File: src/rtl/core/assert_macros.svh
// ----------------------------------------------------------------------------
// Assertion macros for the SPI ADC slave command unit.
// Concurrent assertions are written through these macros so that they can be
// compiled out as a group.
// ----------------------------------------------------------------------------
`ifndef ASSERT_MACROS_SVH
`define ASSERT_MACROS_SVH

`ifndef NO_ASSERTIONS

// Clocked assertion that is switched off while reset is asserted.
`define SASCU_ASSERT(lbl, clk_s, rstn_s, prop, msg) \
    lbl: assert property (@(posedge clk_s) disable iff (!rstn_s) prop) else $error(msg);

// Clocked assertion that is checked on every edge, reset included.
`define SASCU_ASSERT_ALWAYS(lbl, clk_s, prop, msg) \
    lbl: assert property (@(posedge clk_s) prop) else $error(msg);

`else

`define SASCU_ASSERT(lbl, clk_s, rstn_s, prop, msg)
`define SASCU_ASSERT_ALWAYS(lbl, clk_s, prop, msg)

`endif

`endif

File: src/rtl/core/sascu_pkg.sv
`timescale 1ns / 1ps
`default_nettype none
// ----------------------------------------------------------------------------
// sascu_pkg
// Types, command codes and default sizes shared by the SPI ADC slave command
// unit and its channel interfaces.
// ----------------------------------------------------------------------------
package sascu_pkg;

    // Field widths fixed by the item formats.
    localparam int BYTE_W          = 8;
    localparam int SAMPLE_W        = 12;
    localparam int CHAN_W          = 4;
    localparam int SAMPLE_MAX_BITS = 16;

    // Default sizes of the converter.
    localparam int CHANNELS_DEF    = 12;
    localparam int SAMPLE_BITS_DEF = 12;

    // Command codes received from the SPI master.
    localparam logic [3:0]        GO_NIBBLE    = 4'h8;
    localparam logic [BYTE_W-1:0] PROBE_CODE   = 8'h40;
    localparam logic [BYTE_W-1:0] DATA_HI_CODE = 8'h90;
    localparam logic [BYTE_W-1:0] DATA_LO_CODE = 8'hA0;

    // Identity byte after reset.
    localparam logic [BYTE_W-1:0] ID_RESET = 8'h4C;

    // Kind of input item.
    typedef enum logic {
        ACT_CMD       = 1'b0,
        ACT_CONV_DONE = 1'b1
    } action_t;

endpackage

`default_nettype wire

File: src/rtl/core/sascu_if.sv
`timescale 1ns / 1ps
`default_nettype none
// ----------------------------------------------------------------------------
// sascu_if
// Valid/ready channels of the SPI ADC slave command unit: command input,
// result output and identity register write.
// ----------------------------------------------------------------------------

// Input items: SPI command bytes and conversion complete events.
interface sascu_cmd_if;
    import sascu_pkg::*;

    logic                valid;
    logic                ready;
    action_t             action;
    logic [BYTE_W-1:0]   rx_byte;
    logic [SAMPLE_W-1:0] sample;

    modport source (output valid, output action, output rx_byte, output sample,
                    input ready);
    modport sink   (input valid, input action, input rx_byte, input sample,
                    output ready);
endinterface

// Result items: transmit load, conversion control and status.
interface sascu_res_if;
    import sascu_pkg::*;

    logic              valid;
    logic              ready;
    logic              tx_load;
    logic [BYTE_W-1:0] tx_byte;
    logic              start_conv;
    logic              abort_conv;
    logic [CHAN_W-1:0] conv_channel;
    logic              busy_res;
    logic              data_ready;

    modport source (output valid, output tx_load, output tx_byte, output start_conv,
                    output abort_conv, output conv_channel, output busy_res,
                    output data_ready, input ready);
    modport sink   (input valid, input tx_load, input tx_byte, input start_conv,
                    input abort_conv, input conv_channel, input busy_res,
                    input data_ready, output ready);
endinterface

// Identity register write channel.
interface sascu_cfg_if;
    import sascu_pkg::*;

    logic              valid;
    logic              ready;
    logic [BYTE_W-1:0] identity_byte;

    modport source (output valid, output identity_byte, input ready);
    modport sink   (input valid, input identity_byte, output ready);
endinterface

`default_nettype wire

File: src/rtl/core/spi_adc_slave_command_unit_top.sv
`timescale 1ns / 1ps
`default_nettype none
`include "assert_macros.svh"
// ----------------------------------------------------------------------------
// spi_adc_slave_command_unit_top
// Slave side command decoder of an SPI linked ADC: decodes command bytes,
// controls conversions, keeps the last sample of each channel and picks the
// reply byte for the transmit buffer.
// ----------------------------------------------------------------------------
//
//  Channel  Direction  Carries
//  cmd      in         action, rx_byte, sample
//  res      out        tx_load, tx_byte, start_conv, abort_conv,
//                      conv_channel, busy_res, data_ready
//  cfg      in         identity_byte (always ready)
//
//  Each item passes through the input register and then the result register.
//  One item is accepted per cycle while the result side is not stalled.
//  Converter state and the sample store update as an item leaves the input
//  register, so the following item already sees them.
//  A stalled result holds both stages; cmd.ready drops only when both are full.
//  Reset clears the state and the sample store and sets the identity byte to 0x4C.
//
module spi_adc_slave_command_unit_top
    import sascu_pkg::*;
#(
    parameter int CHANNELS    = CHANNELS_DEF,
    parameter int SAMPLE_BITS = SAMPLE_BITS_DEF
)
(
    input  wire logic  clk,
    input  wire logic  rst_n,
    sascu_cmd_if.sink  cmd,
    sascu_res_if.source res,
    sascu_cfg_if.sink  cfg
);

    localparam int IDX_W = (CHANNELS > 1) ? $clog2(CHANNELS) : 1;

    // Identity register.
    logic [BYTE_W-1:0] id_reg;

    // Input register.
    logic                in_vld_reg;
    action_t             in_action_reg;
    logic [BYTE_W-1:0]   in_rx_reg;
    logic [SAMPLE_W-1:0] in_sample_reg;

    // Converter state.
    logic                   busy_reg;
    logic                   busy_next;
    logic [CHAN_W-1:0]      sel_reg;
    logic [CHAN_W-1:0]      sel_next;
    logic                   ready_reg;
    logic                   ready_next;
    logic [SAMPLE_BITS-1:0] store_reg [CHANNELS];

    // Result register.
    logic              out_vld_reg;
    logic              out_load_reg;
    logic [BYTE_W-1:0] out_tx_reg;
    logic              out_start_reg;
    logic              out_abort_reg;

    // Decode results.
    logic                       load_c;
    logic [BYTE_W-1:0]          tx_c;
    logic                       start_c;
    logic                       abort_c;
    logic                       store_wr_c;
    logic [CHAN_W-1:0]          go_chan;
    logic [SAMPLE_MAX_BITS-1:0] sample_ext;
    logic [SAMPLE_BITS-1:0]     sample_c;
    logic [SAMPLE_MAX_BITS-1:0] stored_ext;
    logic [IDX_W-1:0]           idx;

    // Handshake between the two stages.
    logic out_adv;
    logic fire;

    assign out_adv   = !out_vld_reg || res.ready;
    assign fire      = in_vld_reg && out_adv;
    assign cmd.ready = !in_vld_reg || out_adv;
    assign cfg.ready = 1'b1;

    // Identity register write.
    always_ff @(posedge clk or negedge rst_n)
    begin
        if (!rst_n)
        begin
            id_reg <= ID_RESET;
        end
        else if (cfg.valid)
        begin
            id_reg <= cfg.identity_byte;
        end
    end

    // Input register.
    always_ff @(posedge clk or negedge rst_n)
    begin
        if (!rst_n)
        begin
            in_vld_reg <= 1'b0;
        end
        else if (cmd.ready)
        begin
            in_vld_reg <= cmd.valid;
        end
    end

    always_ff @(posedge clk)
    begin
        if (cmd.valid && cmd.ready)
        begin
            in_action_reg <= cmd.action;
            in_rx_reg     <= cmd.rx_byte;
            in_sample_reg <= cmd.sample;
        end
    end

    // Sample masking, store readback and go channel range check.
    assign sample_ext = SAMPLE_MAX_BITS'(in_sample_reg);
    assign sample_c   = sample_ext[SAMPLE_BITS-1:0];
    assign idx        = sel_reg[IDX_W-1:0];
    assign stored_ext = SAMPLE_MAX_BITS'(store_reg[idx]);
    assign go_chan    = ({1'b0, in_rx_reg[3:0]} < (CHAN_W + 1)'(CHANNELS))
                      ? in_rx_reg[3:0] : '0;

    // Command decode.
    always_comb
    begin
        load_c     = 1'b0;
        tx_c       = '0;
        start_c    = 1'b0;
        abort_c    = 1'b0;
        store_wr_c = 1'b0;
        busy_next  = busy_reg;
        sel_next   = sel_reg;
        ready_next = ready_reg;
        priority if (in_action_reg == ACT_CONV_DONE)
        begin
            // A completion while idle is ignored.
            if (busy_reg)
            begin
                store_wr_c = 1'b1;
                load_c     = 1'b1;
                tx_c       = sample_c[BYTE_W-1:0];
                ready_next = 1'b1;
                busy_next  = 1'b0;
            end
        end
        else if (in_rx_reg[7:4] == GO_NIBBLE)
        begin
            sel_next   = go_chan;
            ready_next = 1'b0;
            if (!busy_reg)
            begin
                busy_next = 1'b1;
                start_c   = 1'b1;
            end
            else
            begin
                busy_next = 1'b0;
                abort_c   = 1'b1;
                load_c    = 1'b1;
                tx_c      = id_reg;
            end
        end
        else if (in_rx_reg == PROBE_CODE)
        begin
            load_c = 1'b1;
            tx_c   = id_reg;
        end
        else if (in_rx_reg == DATA_HI_CODE || in_rx_reg == DATA_LO_CODE)
        begin
            load_c = 1'b1;
            priority if (busy_reg)
            begin
                tx_c = id_reg;
            end
            else if (in_rx_reg == DATA_HI_CODE)
            begin
                tx_c = stored_ext[15:8];
            end
            else
            begin
                tx_c = stored_ext[7:0];
            end
        end
        else
        begin
            // Unknown command bytes leave everything as it is.
            load_c = 1'b0;
        end
    end

    // Converter state update.
    always_ff @(posedge clk or negedge rst_n)
    begin
        if (!rst_n)
        begin
            busy_reg  <= 1'b0;
            sel_reg   <= '0;
            ready_reg <= 1'b0;
        end
        else if (fire)
        begin
            busy_reg  <= busy_next;
            sel_reg   <= sel_next;
            ready_reg <= ready_next;
        end
    end

    // Sample store, one entry per channel.
    always_ff @(posedge clk or negedge rst_n)
    begin
        if (!rst_n)
        begin
            for (int i = 0; i < CHANNELS; i++)
            begin
                store_reg[i] <= '0;
            end
        end
        else if (fire && store_wr_c)
        begin
            store_reg[idx] <= sample_c;
        end
    end

    // Result register.
    always_ff @(posedge clk or negedge rst_n)
    begin
        if (!rst_n)
        begin
            out_vld_reg <= 1'b0;
        end
        else if (out_adv)
        begin
            out_vld_reg <= in_vld_reg;
        end
    end

    always_ff @(posedge clk)
    begin
        if (fire)
        begin
            out_load_reg  <= load_c;
            out_tx_reg    <= tx_c;
            out_start_reg <= start_c;
            out_abort_reg <= abort_c;
        end
    end

    // Status fields show the state left by the item in the result register.
    assign res.valid        = out_vld_reg;
    assign res.tx_load      = out_load_reg;
    assign res.tx_byte      = out_tx_reg;
    assign res.start_conv   = out_start_reg;
    assign res.abort_conv   = out_abort_reg;
    assign res.conv_channel = sel_reg;
    assign res.busy_res     = busy_reg;
    assign res.data_ready   = ready_reg;

    // A conversion is never running with data-ready still set.
    `SASCU_ASSERT_ALWAYS(a_busy_ready_excl, clk,
        (!rst_n || !(busy_reg && ready_reg)), "busy and data-ready both set")

    // The selected channel always addresses a real store entry.
    `SASCU_ASSERT_ALWAYS(a_sel_range, clk,
        (!rst_n || ({1'b0, sel_reg} < (CHAN_W + 1)'(CHANNELS))),
        "selected channel out of range")

    // A start leaves the converter busy with data-ready cleared.
    `SASCU_ASSERT(a_start_busy, clk, rst_n,
        (res.valid && res.start_conv) |-> (res.busy_res && !res.data_ready && !res.tx_load),
        "start without busy state")

    // An abort loads the identity byte and leaves the converter idle.
    `SASCU_ASSERT(a_abort_idle, clk, rst_n,
        (res.valid && res.abort_conv)
            |-> (res.tx_load && !res.busy_res && res.tx_byte == $past(id_reg)),
        "abort result inconsistent")

endmodule

`default_nettype wire

File: src/flat_wrapper.sv
// flat-port wrapper written by rule: the top's interface ports become plain ports
module spi_adc_slave_command_unit_top_flat import sascu_pkg::*;
#(
    parameter int CHANNELS    = CHANNELS_DEF,
    parameter int SAMPLE_BITS = SAMPLE_BITS_DEF
)
  (clk, rst_n, cmd_valid, cmd_action, cmd_rx_byte, cmd_sample, cmd_ready, res_valid, res_tx_load, res_tx_byte, res_start_conv, res_abort_conv, res_conv_channel, res_busy_res, res_data_ready, res_ready, cfg_valid, cfg_identity_byte, cfg_ready);
  sascu_cmd_if cmd_i ();
  sascu_res_if res_i ();
  sascu_cfg_if cfg_i ();
  input  wire logic clk;
  input  wire logic rst_n;
  input wire logic [$bits(cmd_i.valid)-1:0] cmd_valid;
  input wire logic [$bits(cmd_i.action)-1:0] cmd_action;
  input wire logic [$bits(cmd_i.rx_byte)-1:0] cmd_rx_byte;
  input wire logic [$bits(cmd_i.sample)-1:0] cmd_sample;
  output wire logic [$bits(cmd_i.ready)-1:0] cmd_ready;
  output wire logic [$bits(res_i.valid)-1:0] res_valid;
  output wire logic [$bits(res_i.tx_load)-1:0] res_tx_load;
  output wire logic [$bits(res_i.tx_byte)-1:0] res_tx_byte;
  output wire logic [$bits(res_i.start_conv)-1:0] res_start_conv;
  output wire logic [$bits(res_i.abort_conv)-1:0] res_abort_conv;
  output wire logic [$bits(res_i.conv_channel)-1:0] res_conv_channel;
  output wire logic [$bits(res_i.busy_res)-1:0] res_busy_res;
  output wire logic [$bits(res_i.data_ready)-1:0] res_data_ready;
  input wire logic [$bits(res_i.ready)-1:0] res_ready;
  input wire logic [$bits(cfg_i.valid)-1:0] cfg_valid;
  input wire logic [$bits(cfg_i.identity_byte)-1:0] cfg_identity_byte;
  output wire logic [$bits(cfg_i.ready)-1:0] cfg_ready;
  assign cmd_i.valid = cmd_valid;
  assign cmd_i.action = cmd_action;
  assign cmd_i.rx_byte = cmd_rx_byte;
  assign cmd_i.sample = cmd_sample;
  assign cmd_ready = cmd_i.ready;
  assign res_valid = res_i.valid;
  assign res_tx_load = res_i.tx_load;
  assign res_tx_byte = res_i.tx_byte;
  assign res_start_conv = res_i.start_conv;
  assign res_abort_conv = res_i.abort_conv;
  assign res_conv_channel = res_i.conv_channel;
  assign res_busy_res = res_i.busy_res;
  assign res_data_ready = res_i.data_ready;
  assign res_i.ready = res_ready;
  assign cfg_i.valid = cfg_valid;
  assign cfg_i.identity_byte = cfg_identity_byte;
  assign cfg_ready = cfg_i.ready;
  spi_adc_slave_command_unit_top #(.CHANNELS(CHANNELS), .SAMPLE_BITS(SAMPLE_BITS)) u_core (.clk(clk), .rst_n(rst_n), .cmd(cmd_i), .res(res_i), .cfg(cfg_i));
endmodule
File: config.mk
export PLATFORM = sky130hd
export DESIGN_NAME = spi_adc_slave_command_unit_top_flat
export DESIGN_NICKNAME = d
export VERILOG_FILES = /design/src/rtl/core/sascu_pkg.sv /design/src/rtl/core/sascu_if.sv /design/src/rtl/core/spi_adc_slave_command_unit_top.sv /design/src/flat_wrapper.sv
export VERILOG_INCLUDE_DIRS = /design/src /design/src/rtl/core
export SDC_FILE = /design/constraint.sdc
export NUM_CORES = 1
export LEC_CHECK = 0
export BUFFER_PORTS_ARGS = -buffer_cell sky130_fd_sc_hd__clkbuf_2
export CAP_MARGIN = 20
export CORE_MARGIN = 2
export CORE_UTILIZATION = 65
export CTS_BUF_LIST = sky130_fd_sc_hd__clkbuf_8
export CTS_CLUSTER_SIZE = 20
export DETAILED_ROUTE_END_ITERATION = 12
export MAX_ROUTING_LAYER = met4
export PLACE_DENSITY = 0.85
export SETUP_SLACK_MARGIN = 0.3
export SYNTH_ARGS = -nofsm -noshare
export SYNTH_HDL_FRONTEND = slang
export SYNTH_SLANG_ARGS = --single-unit
File: constraint.sdc
create_clock -name clk -period 6 [get_ports clk]
set_clock_uncertainty 0.05 [all_clocks]
set_input_delay 0.6 -clock clk [delete_from_list [all_inputs] [get_ports clk]]
set_output_delay 0.6 -clock clk [all_outputs]
set_load 0.05 [all_outputs]
==> results.json <==
{
  "first_pass_iters": 4,
  "fin_setup_tns_ps": 0,
  "commonest_cells_in_the_netlist": "mux2_2, dfrtp_1, edfxtp_1, mux4_2, nand2_1",
  "grt_first_pass_wirelength_um": 28400,
  "synthArstFlopShare": 0.833,
  "synth.yosys.seq_area_share": 0.573,
  "hold_viol_final": 0,
  "final_area_mm2": 0.00938,
  "pin_count_of_the_biggest_net_entering_global_routing": 92,
  "netSwitchingPower_uw": 868,
  "internal_power_mw": 2.19,
  "rsz0062_at_grt": "false",
  "critPathCaptureType": "flip-flop",
  "combinationalPowerShare": 0.197,
  "finalNonFillerCells": 811,
  "count_of_flip_flops_with_a_built_in_enable_after_synthesis": 32,
  "worstPathCellList": "buf_4 -> clkinv_1 -> nor4_4 -> mux2_2",
  "number_of_flip_flops_and_latches_in_the_synthesized_netlist": 192,
  "worst_hold_path_type": "input pin to asynchronous set/reset pin",
  "dr.first_iter.drc_count": 518,
  "period_share": 0.486,
  "die_width_um": 120,
  "finalCoreUtilization": 0.714,
  "drv_cap": 0,
  "ir_worst_vdd_v": 0.000232,
  "vias_per_cell": 6.20,
  "clkTransAtPathRegs_ps": 90,
  "ioPinCount": 54,
  "finalHoldWorstSlack_ps": 153,
  "leakage_component_of_the_power_nw": 4.23,
  "synth_top_area_cell": "dfrtp_1",
  "remaining_drc_errors": 0,
  "placed_wire_length_estimate_um": 11200,
  "post-synth-top-area-fraction": 0.453,
  "cts_post_setup_buffers_inserted": 0,
  "total_power_mw": 3.06,
  "synthCells": 589,
  "vias": 5031,
  "via_count_of_the_first_global_routing_pass": 5384,
  "postSynth.topFlopCell": "dfrtp_1",
  "path_class": "flip-flop to flip-flop",
  "floorplan.initialDensity": 0.660,
  "antennaDiodeCount": 0,
  "wl_per_cell_um": 21.4,
  "cts_root_buf": "clkbuf_8",
  "critical_path_arrival_ps": 3220,
  "grt_remaining_overflow": 0,
  "worst_slew_pin_slew_ps": 1110,
  "report.final.setup_viol": 0,
  "post_cts_resized": 0,
  "pre_cts_slack_ps": 3120,
  "ys_warn_count": 0,
  "synth_area_per_cell_um2": 14.7,
  "largest_reg_flops": 144,
  "placement_rows": 42,
  "numClockSinks": 192,
  "timing.critical_path.from_type": "flip-flop",
  "gpl.final_weighted_congestion": 0.818,
  "cp_peak_stage_delay_ps": 1010,
  "layout-drive-gt1-share": 0.474,
  "summed_instance_area_of_the_synthesized_netlist_mm2": 0.00868,
  "place.detailed.instances": 778,
  "ctsLongestPathBuffers": 2,
  "outcome": "completed",
  "synth_fp_nets": 623,
  "grt_use_total": 0.273,
  "number_of_pins_exceeding_their_max_slew_limit_in_the_final_report": 0,
  "numCtsBuffers": 17,
  "clk_network_pwr_share": 0.275,
  "sw_frac_of_total": 0.284,
  "required_ps": 6310,
  "die_area_mm2": 0.0143,
  "pwr-share-seq": 0.529,
  "core_area_mm2": 0.0131,
  "number_of_distinct_library_cells_after_synthesis": 43,
  "synth_top_cells_by_area": "dfrtp_1, mux2_2, edfxtp_1",
  "layout_min_cycle_time_ps": 2910,
  "htree_num_levels": 4,
  "clock_insertion_delay_worst_skew_ps": 470,
  "power.density_mw_per_mm2": 326,
  "grt_antenna_before_repair": 0,
  "crit_path_max_fanout": 37,
  "cts.hold.buffers_added": 0,
  "yosysMostFrequentCell": "mux2_2",
  "n_fill_cell": 829,
  "placement.cell_area_mm2": 0.00897,
  "final.setup.worst_slack_ps": 3090,
  "headroom_to_the_max_slew_limit": 0.260,
  "tritoncts": "done",
  "layout_net_count": 656,
  "ant_nets": 0,
  "postRouteWirelength_um": 17400,
  "portBuffers": 52,
  "die_y_um": 120,
  "critical_path_cell_with_the_highest_stage_delay": "nor4_4",
  "synthToLayoutAreaGrowth_pct": 8.12,
  "maxClockFrequency_mhz": 343
}
## cell families after synthesis
group | Yosys count | share of synthesized area
compound gates | 42 | 0.0284
other cells | 1 | 0.000432
buf+inv | 52 | 0.0309
mux | 196 | 0.295
simple gates | 105 | 0.0712
xor+xnor | 1 | 0.00101
flops | 192 | 0.573
## per-layer routing
metal	global-route usage	share of wire	vias up
li1	-	-	2225
met1	0.376	0.44	2646
met2	0.419	0.50	141
met3	0.0570	0.051	19
met4	0.0860	0.013	0
met5	-	0	-
## cell usage in the layout, fill, tap and decap left out, types with 9 or more instances in the layout
cell type	netlist	layout
clkbuf_8	0	19
clkbuf_2	0	51
a21oi_1	15	15
dfrtp_1	157	155
mux2_2	160	160
nand2_1	31	31
nor2_1	16	16
o21ai_0	10	10
edfxtp_1	32	32
nor3_1	9	9
mux4_2	32	32
## final cells by class
type / instances / area (um^2) / area share
inverter: 7 / 26.3 / 0.00280
sequential: 192 / 4970 / 0.530
clock inverter: 13 / 139 / 0.0148
timing repair buffer: 59 / 323 / 0.0344
multi-input combinational: 345 / 3440 / 0.367
clock buffer: 19 / 262 / 0.0279
tap: 176 / 220 / 0.0235
## critical path: cells and delay by family (launching register included)
kind / cells / cell delay [ps]
simple gates: 1 / 1010
buf+inv: 2 / 950
mux: 1 / 420
flops: 1 / 350
## power groups by stage
stage	registers [mW]	clock network [mW]	logic, mW
2_1_floorplan	1.64	0	0.434
3_3_place_gp	1.62	0	0.584
3_5_place_dp	1.64	0	0.601
4_1_cts	1.61	0.855	0.606
5_1_grt	1.64	0.915	0.652
6_report	1.62	0.839	0.601
## path summary, 6_finish.rpt
check                                        endpoint  slack [ps]  cells past startpoint                        from
worst max-delay path            u_core.store_reg[129]        3090                      4  u_core.res.conv_channel[0]
worst min-delay path             u_core.store_reg[10]         150                      1                       rst_n
worst max register to register  u_core.store_reg[129]        3090                      4  u_core.res.conv_channel[0]
worst min register to register  u_core.store_reg[105]         460                      1       u_core.store_reg[105]
max in group asynchronous        u_core.store_reg[61]        4350                      2                       rst_n
min in group clk                  u_core.in_rx_reg[2]         250                      1              cmd_rx_byte[2]
No activity file was read; power rests on OpenSTA's default activity.
